`config.mk`:
```
export PLATFORM = sky130hd
export DESIGN_NAME = sccb_master_controller_core
export DESIGN_NICKNAME = d
export VERILOG_FILES = /design/src/sv/sccb_pkg.sv /design/src/sv/sccb_master_controller_core.sv
export SDC_FILE = /design/constraint.sdc
export NUM_CORES = 1
export LEC_CHECK = 0
export BUFFER_PORTS_ARGS = -buffer_cell sky130_fd_sc_hd__buf_2
export CORE_ASPECT_RATIO = 0.7
export CORE_MARGIN = 5
export CORE_UTILIZATION = 40
export CTS_CLUSTER_SIZE = 12
export DETAILED_ROUTE_END_ITERATION = 10
export GPL_TIMING_DRIVEN = 0
export PLACE_DENSITY_LB_ADDON = 0.2
export SKIP_CTS_REPAIR_TIMING = 1
export SLEW_MARGIN = 30
export SYNTH_ARGS = -nofsm -noshare
export SYNTH_HDL_FRONTEND = slang
export SYNTH_SLANG_ARGS = --single-unit
```
`constraint.sdc`:
```
create_clock -name i_clk -period 8.1 [get_ports i_clk]
set_input_delay 1.215 -clock i_clk [delete_from_list [all_inputs] [get_ports i_clk]]
set_output_delay 1.215 -clock i_clk [all_outputs]
set_load 0.01 [all_outputs]
```
`src/sv/sccb_pkg.sv`:
```
// shared constants, types and helpers for the sccb master controller
`default_nettype none

package sccb_pkg;

    typedef logic [3:0]  t_phase;
    typedef logic [2:0]  t_seg;
    typedef logic [11:0] t_delay;
    typedef logic [3:0]  t_units;

    // request codes
    localparam logic [1:0] REQ_TICK  = 2'd0;
    localparam logic [1:0] REQ_WRITE = 2'd1;
    localparam logic [1:0] REQ_READ  = 2'd2;

    // register index codes (paddr bit 2)
    localparam logic REG_TICKS_PER_UNIT = 1'b0;
    localparam logic REG_SLAVE_ADDRESS  = 1'b1;

    localparam int   APB_ADDR_W = 3;
    localparam int   APB_DATA_W = 32;

    localparam logic [7:0] TICKS_PER_UNIT_RST = 8'd1;
    localparam logic [6:0] SLAVE_ADDRESS_RST  = 7'd33;

    // bus sequencer phases
    localparam t_phase P_IDLE     = 4'd0;
    localparam t_phase P_STOP_A   = 4'd1;
    localparam t_phase P_STOP_B   = 4'd2;
    localparam t_phase P_STOP_C   = 4'd3;
    localparam t_phase P_DONE     = 4'd4;
    localparam t_phase P_START_A  = 4'd5;
    localparam t_phase P_START_B  = 4'd6;
    localparam t_phase P_START_C  = 4'd7;
    localparam t_phase P_BIT_HI   = 4'd8;
    localparam t_phase P_BIT_LO   = 4'd9;
    localparam t_phase P_ACK_HI   = 4'd10;
    localparam t_phase P_ACK_WAIT = 4'd11;
    localparam t_phase P_ACK_END  = 4'd12;
    localparam t_phase P_RX_HI    = 4'd13;
    localparam t_phase P_RX_LO    = 4'd14;
    localparam t_phase P_NA_HI    = 4'd15;

    // transaction segments
    localparam t_seg SEG_LEAD_STOP = 3'd0;
    localparam t_seg SEG_ADDR_WR   = 3'd1;
    localparam t_seg SEG_REG       = 3'd2;
    localparam t_seg SEG_DATA      = 3'd3;
    localparam t_seg SEG_ADDR_RD   = 3'd4;
    localparam t_seg SEG_RX        = 3'd5;
    localparam t_seg SEG_FINAL     = 3'd6;

    // delay lengths in units
    localparam t_units U_3  = 4'd3;
    localparam t_units U_5  = 4'd5;
    localparam t_units U_8  = 4'd8;
    localparam t_units U_10 = 4'd10;
    localparam t_units U_13 = 4'd13;

    localparam logic [3:0] BITS_PER_BYTE = 4'd8;

    // ticks to wait after an action, minus one
    function automatic t_delay delay_load(input t_units units, input logic [7:0] tpu);
        logic [7:0]  t;
        logic [11:0] p;
        t = (tpu == 8'd0) ? 8'd1 : tpu;
        p = 12'(units) * 12'(t);
        return p - 12'd1;
    endfunction

endpackage

`default_nettype wire

```
`src/sv/sccb_master_controller_core.sv`:
```
// sccb master controller: tick-driven bus sequencer with apb configuration
// the result of a tick item is registered and presented in the cycle after the item is accepted
// throughput: one tick item per cycle unless a held result is stalled; the output register lets a new item in
//   while the previous result is taken in the same cycle
// the whole sequencer update is one pass of logic between state and result registers
// reset: sequencer idle, scl and sda high and driven, ticks_per_unit 1, slave_address 33
`default_nettype none

module sccb_master_controller_core (
    input  wire                            i_clk,
    input  wire                            i_rst_n,
    input  wire                            psel,
    input  wire                            penable,
    input  wire                            pwrite,
    input  wire [sccb_pkg::APB_ADDR_W-1:0] paddr,
    input  wire [sccb_pkg::APB_DATA_W-1:0] pwdata,
    output logic [sccb_pkg::APB_DATA_W-1:0] prdata,
    output logic                           pready,
    input  wire                            i_in_valid,
    output logic                           o_in_stall,
    input  wire [1:0]                      i_req_type,
    input  wire [7:0]                      i_dev_reg,
    input  wire [7:0]                      i_write_data,
    input  wire                            i_sda_in,
    output logic                           o_out_valid,
    input  wire                            i_out_stall,
    output logic                           o_scl_level,
    output logic                           o_sda_level,
    output logic                           o_sda_drive,
    output logic                           o_busy_res,
    output logic                           o_done_res,
    output logic [7:0]                     o_read_result
);
    import sccb_pkg::*;

    logic [7:0] r_tpu;
    logic [6:0] r_slave;

    t_phase     r_phase, n_phase;
    t_seg       r_seg, n_seg;
    t_delay     r_delay, n_delay;
    logic [3:0] r_bits, n_bits;
    logic [7:0] r_tx, n_tx;
    logic [7:0] r_rx, n_rx;
    logic [7:0] r_held_reg, n_held_reg;
    logic [7:0] r_held_data, n_held_data;
    logic       r_is_read, n_is_read;
    logic       r_scl, n_scl;
    logic       r_sda, n_sda;
    logic       r_drive, n_drive;
    logic [7:0] r_last, n_last;
    logic       n_done;

    logic       r_out_valid;
    logic       r_o_scl, r_o_sda, r_o_drive, r_o_busy, r_o_done;
    logic [7:0] r_o_read;

    logic       in_acc;
    logic       cfg_wr;
    logic [3:0] bits_inc;
    logic [7:0] tx_sh;

    assign pready     = 1'b1;
    assign cfg_wr     = psel & penable & pwrite & pready;
    assign o_in_stall = r_out_valid & i_out_stall;
    assign in_acc     = i_in_valid & ~o_in_stall;
    assign bits_inc   = r_bits + 4'd1;
    assign tx_sh      = {r_tx[6:0], 1'b0};

    always_comb begin
        unique case (paddr[2])
            REG_TICKS_PER_UNIT: prdata = {24'd0, r_tpu};
            REG_SLAVE_ADDRESS:  prdata = {25'd0, r_slave};
            default:            prdata = '0;
        endcase
    end

    always_ff @(posedge i_clk) begin
        if (!i_rst_n) begin
            r_tpu   <= TICKS_PER_UNIT_RST;
            r_slave <= SLAVE_ADDRESS_RST;
        end else if (cfg_wr) begin
            if (paddr[2] == REG_TICKS_PER_UNIT) begin
                r_tpu <= pwdata[7:0];
            end else begin
                r_slave <= pwdata[6:0];
            end
        end
    end

    always_comb begin
        n_phase     = r_phase;
        n_seg       = r_seg;
        n_delay     = r_delay;
        n_bits      = r_bits;
        n_tx        = r_tx;
        n_rx        = r_rx;
        n_held_reg  = r_held_reg;
        n_held_data = r_held_data;
        n_is_read   = r_is_read;
        n_scl       = r_scl;
        n_sda       = r_sda;
        n_drive     = r_drive;
        n_last      = r_last;
        n_done      = 1'b0;

        priority if (r_phase == P_IDLE) begin
            if (i_req_type == REQ_WRITE || i_req_type == REQ_READ) begin
                n_held_reg  = i_dev_reg;
                n_held_data = i_write_data;
                n_is_read   = (i_req_type == REQ_READ);
                n_seg       = SEG_LEAD_STOP;
                n_delay     = delay_load(U_5, r_tpu);
                n_phase     = P_STOP_A;
            end
        end else if (r_delay != '0) begin
            n_delay = r_delay - 12'd1;
        end else begin
            unique case (r_phase)
                P_STOP_A: begin
                    n_scl   = 1'b1;
                    n_delay = delay_load(U_5, r_tpu);
                    n_phase = P_STOP_B;
                end
                P_STOP_B: begin
                    n_sda   = 1'b0;
                    n_drive = 1'b1;
                    n_delay = delay_load(U_5, r_tpu);
                    n_phase = P_STOP_C;
                end
                P_STOP_C: begin
                    n_sda = 1'b1;
                    priority if (r_seg == SEG_FINAL) begin
                        n_delay = delay_load(U_3, r_tpu);
                        n_phase = P_DONE;
                    end else if (r_seg == SEG_LEAD_STOP) begin
                        n_seg   = SEG_ADDR_WR;
                        n_delay = delay_load(r_is_read ? U_8 : U_13, r_tpu);
                        n_phase = P_START_A;
                    end else if (r_seg == SEG_DATA) begin
                        n_seg   = SEG_ADDR_RD;
                        n_delay = delay_load(U_8, r_tpu);
                        n_phase = P_START_A;
                    end else begin
                        n_phase = P_IDLE;
                        n_delay = '0;
                    end
                end
                P_DONE: begin
                    if (r_is_read) begin
                        n_last = r_rx;
                    end
                    n_phase = P_IDLE;
                    n_delay = '0;
                    n_done  = 1'b1;
                end
                P_START_A: begin
                    n_sda   = 1'b1;
                    n_scl   = 1'b1;
                    n_drive = 1'b1;
                    n_delay = delay_load(U_5, r_tpu);
                    n_phase = P_START_B;
                end
                P_START_B: begin
                    n_sda   = 1'b0;
                    n_delay = delay_load(U_5, r_tpu);
                    n_phase = P_START_C;
                end
                P_START_C: begin
                    n_scl = 1'b0;
                    priority if (r_seg == SEG_ADDR_WR || r_seg == SEG_ADDR_RD) begin
                        n_tx    = {r_slave, r_seg == SEG_ADDR_RD};
                        n_bits  = '0;
                        n_drive = 1'b1;
                        n_sda   = r_slave[6];
                        n_delay = delay_load(U_5, r_tpu);
                        n_phase = P_BIT_HI;
                    end else begin
                        n_phase = P_IDLE;
                        n_delay = '0;
                    end
                end
                P_BIT_HI: begin
                    n_scl   = 1'b1;
                    n_delay = delay_load(U_5, r_tpu);
                    n_phase = P_BIT_LO;
                end
                P_BIT_LO: begin
                    n_scl  = 1'b0;
                    n_tx   = tx_sh;
                    n_bits = bits_inc;
                    if (bits_inc < BITS_PER_BYTE) begin
                        n_sda   = tx_sh[7];
                        n_delay = delay_load(U_5, r_tpu);
                        n_phase = P_BIT_HI;
                    end else begin
                        n_drive = 1'b0;
                        n_delay = delay_load(U_3, r_tpu);
                        n_phase = P_ACK_HI;
                    end
                end
                P_ACK_HI: begin
                    n_scl   = 1'b1;
                    n_phase = P_ACK_WAIT;
                    n_delay = '0;
                end
                P_ACK_WAIT: begin
                    if (!i_sda_in) begin
                        n_delay = delay_load(U_5, r_tpu);
                        n_phase = P_ACK_END;
                    end
                end
                P_ACK_END: begin
                    n_scl   = 1'b0;
                    n_drive = 1'b1;
                    priority if (r_seg == SEG_ADDR_WR) begin
                        n_seg   = SEG_REG;
                        n_tx    = r_held_reg;
                        n_bits  = '0;
                        n_sda   = r_held_reg[7];
                        n_delay = delay_load(U_5, r_tpu);
                        n_phase = P_BIT_HI;
                    end else if (r_seg == SEG_REG) begin
                        n_seg   = SEG_DATA;
                        n_delay = delay_load(U_5, r_tpu);
                        if (!r_is_read) begin
                            n_tx    = r_held_data;
                            n_bits  = '0;
                            n_sda   = r_held_data[7];
                            n_phase = P_BIT_HI;
                        end else begin
                            n_phase = P_STOP_A;
                        end
                    end else if (r_seg == SEG_DATA) begin
                        n_seg   = SEG_FINAL;
                        n_delay = delay_load(U_5, r_tpu);
                        n_phase = P_STOP_A;
                    end else if (r_seg == SEG_ADDR_RD) begin
                        n_seg   = SEG_RX;
                        n_drive = 1'b0;
                        n_rx    = '0;
                        n_bits  = '0;
                        n_delay = delay_load(U_5, r_tpu);
                        n_phase = P_RX_HI;
                    end else begin
                        n_phase = P_IDLE;
                        n_delay = '0;
                    end
                end
                P_RX_HI: begin
                    n_scl   = 1'b1;
                    n_rx    = {r_rx[6:0], i_sda_in};
                    n_delay = delay_load(U_5, r_tpu);
                    n_phase = P_RX_LO;
                end
                P_RX_LO: begin
                    n_scl  = 1'b0;
                    n_bits = bits_inc;
                    n_delay = delay_load(U_5, r_tpu);
                    if (bits_inc < BITS_PER_BYTE) begin
                        n_phase = P_RX_HI;
                    end else begin
                        n_drive = 1'b1;
                        n_sda   = 1'b1;
                        n_phase = P_NA_HI;
                    end
                end
                P_NA_HI: begin
                    n_scl   = 1'b1;
                    n_seg   = SEG_FINAL;
                    n_delay = delay_load(U_10, r_tpu);
                    n_phase = P_STOP_A;
                end
                default: begin
                    n_phase = P_IDLE;
                    n_delay = '0;
                end
            endcase
        end
    end

    always_ff @(posedge i_clk) begin
        if (!i_rst_n) begin
            r_phase     <= P_IDLE;
            r_seg       <= SEG_LEAD_STOP;
            r_delay     <= '0;
            r_bits      <= '0;
            r_tx        <= '0;
            r_rx        <= '0;
            r_held_reg  <= '0;
            r_held_data <= '0;
            r_is_read   <= 1'b0;
            r_scl       <= 1'b1;
            r_sda       <= 1'b1;
            r_drive     <= 1'b1;
            r_last      <= '0;
            r_out_valid <= 1'b0;
        end else begin
            if (in_acc) begin
                r_phase     <= n_phase;
                r_seg       <= n_seg;
                r_delay     <= n_delay;
                r_bits      <= n_bits;
                r_tx        <= n_tx;
                r_rx        <= n_rx;
                r_held_reg  <= n_held_reg;
                r_held_data <= n_held_data;
                r_is_read   <= n_is_read;
                r_scl       <= n_scl;
                r_sda       <= n_sda;
                r_drive     <= n_drive;
                r_last      <= n_last;
                r_out_valid <= 1'b1;
            end else if (!i_out_stall) begin
                r_out_valid <= 1'b0;
            end
        end
    end

    always_ff @(posedge i_clk) begin
        if (in_acc) begin
            r_o_scl   <= n_scl;
            r_o_sda   <= n_drive & n_sda;
            r_o_drive <= n_drive;
            r_o_busy  <= (n_phase != P_IDLE);
            r_o_done  <= n_done;
            r_o_read  <= n_last;
        end
    end

    assign o_out_valid   = r_out_valid;
    assign o_scl_level   = r_o_scl;
    assign o_sda_level   = r_o_sda;
    assign o_sda_drive   = r_o_drive;
    assign o_busy_res    = r_o_busy;
    assign o_done_res    = r_o_done;
    assign o_read_result = r_o_read;

    a_idle_no_delay: assert property (@(posedge i_clk) disable iff (!i_rst_n)
        r_phase == P_IDLE |-> r_delay == '0)
        else $error("delay counter running while idle");

    a_done_not_busy: assert property (@(posedge i_clk) disable iff (!i_rst_n)
        o_out_valid && o_done_res |-> !o_busy_res)
        else $error("done reported while still busy");

    a_released_low: assert property (@(posedge i_clk) disable iff (!i_rst_n)
        o_out_valid && !o_sda_drive |-> !o_sda_level)
        else $error("sda level set while released");

    a_req_starts: assert property (@(posedge i_clk) disable iff (!i_rst_n)
        in_acc && r_phase == P_IDLE && (i_req_type == REQ_WRITE || i_req_type == REQ_READ)
        |=> r_phase == P_STOP_A && r_seg == SEG_LEAD_STOP)
        else $error("request did not start a transaction");

    a_seg_range: assert property (@(posedge i_clk) disable iff (!i_rst_n)
        r_seg <= SEG_FINAL)
        else $error("segment out of range");

endmodule

`default_nettype wire

```
**Word level (Yosys, flattened, before mapping)**

Index checks and enable logic that the tools add are counted.
W data, S select, Z words.

- $add $sub $neg: 7
- $mul: 4
- $lt $le $gt $ge: 1
- Equal/unequal tests: 39
- Muxes and demuxes: 90
- Bitwise gates (word level): 9
- Reduce and logical (&&, ||, !) cells: 27

Operator list:

| operator | number |
|---|---|
| $mux W12 | 13 |
| $pmux W12 S7 | 1 |
| $mux W8 | 9 |
| $mux W4 | 16 |
| $pmux W32 S2 | 1 |
| $pmux W4 S14 | 1 |
| $mux W3 | 14 |
| $sub A12 B1 Y12 const B | 3 |
| $eq A4 B4 Y1 const B | 8 |
| $mux W7 | 4 |
| $sub A11 B1 Y12 const B | 2 |
| $mul A3 B8 Y11 const A | 2 |
| $mux W1 | 22 |
| $pmux W7 S3 | 1 |
| $ne A4 B4 Y1 const B | 5 |
| $eq A4 B3 Y1 const B | 4 |
| $pmux W8 S2 | 1 |
| $reduce_and A8 Y1 | 2 |
| $reduce_and A7 Y1 | 2 |
| $mul A4 B8 Y12 | 1 |
| $ne A2 B2 Y1 const B | 6 |
| $pmux W4 S3 | 1 |
| $reduce_bool A12 Y1 | 1 |
| $sub A10 B1 Y11 const B | 1 |
| 33 further kinds | 56 |

- Register bits after elaboration: 95
- Input port bits: 61
- Logic and storage cells: 199

**Logic depth before layout (Yosys ltp)**

- Depth in word-level cells: 11
- Gate-level depth with buffers: 22
- Gate-level depth less buffers: 21

**Worst setup path after synthesis**

No wires, ideal clock.

- Kind: reg-to-reg
- Start: reg r_tpu[4]
- End: reg r_delay[11]
- Library setup time: 0.120 ns
- Arrival: 4.545 ns
- Setup slack: 3.435 ns
- Cell stages (with the launch flop): 21
- Path through: dfxtp_1 inv_1 ha_1 and4bb_2 and2_1 clkbuf_1 or3_1 ha_1 inv_1 ha_1 inv_1 fa_1 inv_1 ha_1 or3_1 o31ai_1 o21ai_0 xnor2_1 a211oi_1 nor4_1 o2bb2ai_1

- Cells in the longest elaborated chain, start to end: 11

RTL lines:

| item | RTL line | RTL |
|---|---|---|
| start, declared | sccb_master_controller_core.sv:36 | `logic [7:0] r_tpu;` |
| start signal, assigned | sccb_master_controller_core.sv:84 | `r_tpu <= pwdata[7:0];` |
| $logic_not A8 Y1 | sccb_pkg.sv:66 | `t = (tpu == 8'd0) ? 8'd1 : tpu;` |
| $mux W8 * | sccb_pkg.sv:66 |  |
| $mul A3 B8 Y11 | sccb_pkg.sv:67 | `p = 12'(units) * 12'(t);` |
| $sub A11 B1 Y12 | sccb_pkg.sv:68 | `return p - 12'd1;` |
| $mux W12 | sccb_master_controller_core.sv:238 | `end else if (r_seg == SEG_ADDR_RD) begin` |
| $mux W12 | sccb_master_controller_core.sv:234 | `end else if (r_seg == SEG_DATA) begin` |
| $mux W12 | sccb_master_controller_core.sv:223 | `end else if (r_seg == SEG_REG) begin` |
| $mux W12 | sccb_master_controller_core.sv:216 | `priority if (r_seg == SEG_ADDR_WR) begin` |
| $pmux W12 S7 | sccb_master_controller_core.sv:119 | `unique case (r_phase)` |
| $mux W12 | sccb_master_controller_core.sv:116 | `end else if (r_delay != '0) begin` |
| $mux W12 * | sccb_master_controller_core.sv:107 | `priority if (r_phase == P_IDLE) begin` |
| end signal, assigned | sccb_master_controller_core.sv:302 | `r_delay <= n_delay;` |
| end, declared | sccb_master_controller_core.sv:41 | `t_delay r_delay, n_delay;` |

Mark *: on every way between the ends. The rest lies on a longest branch, timed or not. The select of a mux whose other input is x is not followed.
A chain may end at the register's enable or synchronous reset.

**Final worst setup path**

- Start: reg r_tpu[3]
- End: reg r_delay[11]

Same word-level chain as after synthesis.

==> results.cfg <==
[sta]
slew_violations = 0
max_slew_margin = 0.3467
worst_slew_pin_slew_ns = 0.9740
period_share = 0.7627
holdWs_ns = 0.4586
tns_ns = 0
fmax_ghz = 0.1619
hold_viol_final = 0
finClkSkew_ns = 0.01377
setup_viol = 0
fin_crit_ns = 6.178
rsz0062_at_grt = false
layout_setup_ws_ns = 1.922

[cts]
cts_tree = yes
cts_max_level = 3
clk_pin_slew_ns = 0.08
clock-root-buffer = clkbuf_16
clock_sinks = 95
numCtsBuffers = 9
clockBufferDepth = 2
clkLatencyLatePin_ns = 0.35

[routing]
drcViolationCount = 0
routed_wirelength_mm = 27.58
firstDrtPassIters = 7
routedWlPerCell_um = 18.75
drt_iter0_drc = 1074
ant_nets = 0
viasPerCell = 5.657
via_count = 8321

[run]
drv_cap = 0

[min_path]
min_from = r_held_data[2]
whs_path_depth = 2
hold_class = register to register
hold_end = r_held_data[2]

[layout]
regArea_sq_mm = 0.002032
layout.nets = 1338
fillerInstances = 2088
post-route-util = 0.4600
multi_input_area_sq_mm = 0.005534
syn2layout_area_growth_pct = 12.18
largest_register_ffs = 12
design_area_sq_mm = 0.009181
largest-register = r_delay
num_antenna_cells = 0
drive_gt1_frac = 0.1124

[yosys]
synth.cells.most_frequent = nand2_1, a21oi_1, nor2_1, dfxtp_1, inv_1
yosys.area.top_type_share = 0.2006
syn-mean-instance-area_sq_um = 7.400
synth.top_cells.by_area = dfxtp_1, ha_1, nand2_1
yosys.cell_count.top_type = nand2_1
ys_warn_count = 0
yosysTopAreaCell = dfxtp_1
ys_ff_latch = 95
synth_cell_types = 76
synth_area_sq_mm = 0.008184
netlist_instances = 1106
synth_edf_count = 13
synth_ff_type = dfxtp_1
yosysSeqAreaShare = 0.2483
async_flop_share = 0

[setup_path]
r2r_cells = 20
path_class = register to register
end_kind = register
critPathMaxFanout = 10
r2r-start = r_tpu[3]
reg2reg_slack_ns = 1.92
required_ns = 8.32
r2r_end = r_delay[11]
crit_chain = clkbuf_1 > inv_1 > ha_1 > and2_1 > clkbuf_1 > or3_1 > ha_1 > inv_1 > ha_1 > inv_1 > fa_1 > inv_1 > ha_1 > or3_1 > o31ai_1 > o21ai_0 > xnor2_1 > a211oi_1 > nor4_1 > o2bb2ai_1
max_stage_delay_ns = 0.70
critical-path-slowest-cell = nor4_1
cp_num_buf_inv = 6
cp-start-kind = register
arrival_ns = 6.40
crit_family = simple AND/OR/NAND/NOR gates

[pwr]
power_density_mw_per_mm2 = 159.6
leakage_nw = 3.760
vdd_drop_max_uv = 117.0

[die]
io_pins = 109
coreArea_sq_mm = 0.01996
initial_utilization = 0.4100
die-area_sq_mm = 0.02347
fp.dieH_um = 129.7
die_w_um = 181.0
fp-row-count = 43

[placement]
gp_congestion = 1.026
dp_hpwl_mm = 21.91
place_ws_ns = 2.177
io_buffers = 56
placed_area_sq_mm = 0.008890

[status]
outcome = finished, final reports clean

[grt]
grt_pass1_wl_mm = 42.79
track_usage = 0.2295
first_global_vias = 7486
grt_max_degree = 23
grt_remaining_overflow = 0
antenna_found_initial = 0
## through the flow
step | total power [W] | cells
3_5_place_dp | 0.001029 | 1455
4_1_cts | 0.001453 | 1471
5_1_grt | 0.001542 | 1471
2_1_floorplan | 0.0008877 | 1129
3_3_place_gp | 0.001029 | 1455
6_report | 0.001465 | 1471
## metal layers
layer  routed length [um]  vias to the layer above  track usage  part of all wire
li1                     -                     4042            -                 -
met1                13970                     3848       0.3671              0.51
met2                10120                      409       0.3062              0.37
met3                 3254                       22      0.06481              0.12
met4                  234                        0      0.03132            0.0085
met5                    0                        -            0                 0
## where the power goes
| group | internal (W) | total, W | switching (W) |
|---|---|---|---|
| Sequential | 0.000505 | 0.000528 | 0.0000223 |
| Combinational | 0.000186 | 0.000510 | 0.000324 |
| Clock | 0.000217 | 0.000427 | 0.000210 |
## placed cells by master (no fill, tap or decap), drive strengths merged, types with 7 or more instances in the layout
cell,synthesis,layout
a211oi,21,21
a21o,7,7
a21oi,102,102
a221oi,13,13
a22oi,7,7
a31oi,9,9
buf,36,92
clkbuf,43,53
conb,2,25
dfxtp,82,82
edfxtp,13,13
fa,11,11
ha,70,70
inv,81,85
mux2,11,11
nand2,154,154
nand2b,18,18
nand3,30,30
nor2,102,102
nor2b,10,10
nor3,34,34
nor4,14,14
o211ai,9,9
o21ai,74,74
o22ai,8,8
or3,12,12
xnor2,27,27
xor2,19,19
## area by class of cell
class | count | share of cell area
multi-input cells | 873 | 0.6028
flip-flops and latches | 95 | 0.2213
plain buffers | 79 | 0.04388
well taps | 270 | 0.03679
inverters | 82 | 0.03352
repair buffers | 56 | 0.03053
clock buffers | 10 | 0.02494
clock inverters | 6 | 0.006269
## worst min-delay path, cell delays in order, from the launching register on
cell     delay, ns
dfxtp_1       0.31
nand2_1       0.05
a21oi_1       0.05
## worst max-delay path by stage
stage	slack, ns	from	endpoint	cells past startpoint
after floorplan	3.43	r_tpu[4]	r_delay[11]	20
after global placement	2.28	r_tpu[3]	r_delay[11]	20
after detailed placement	2.18	r_tpu[3]	r_delay[11]	20
after CTS	2.15	r_tpu[3]	r_delay[11]	20
after global routing	1.66	r_tpu[3]	r_delay[11]	20
final	1.92	r_tpu[3]	r_delay[11]	20
## logic make-up after synthesis
kind of cell | count (synthesis) | synth area share
simple gates | 399 | 0.2244
compound gates | 306 | 0.2353
buf+inv | 161 | 0.08668
flops | 95 | 0.2483
fa+ha+maj | 81 | 0.1339
xor+xnor | 46 | 0.04923
mux | 16 | 0.02125
other cells | 2 | 0.0009176
No activity file was read; power rests on OpenSTA's default activity.
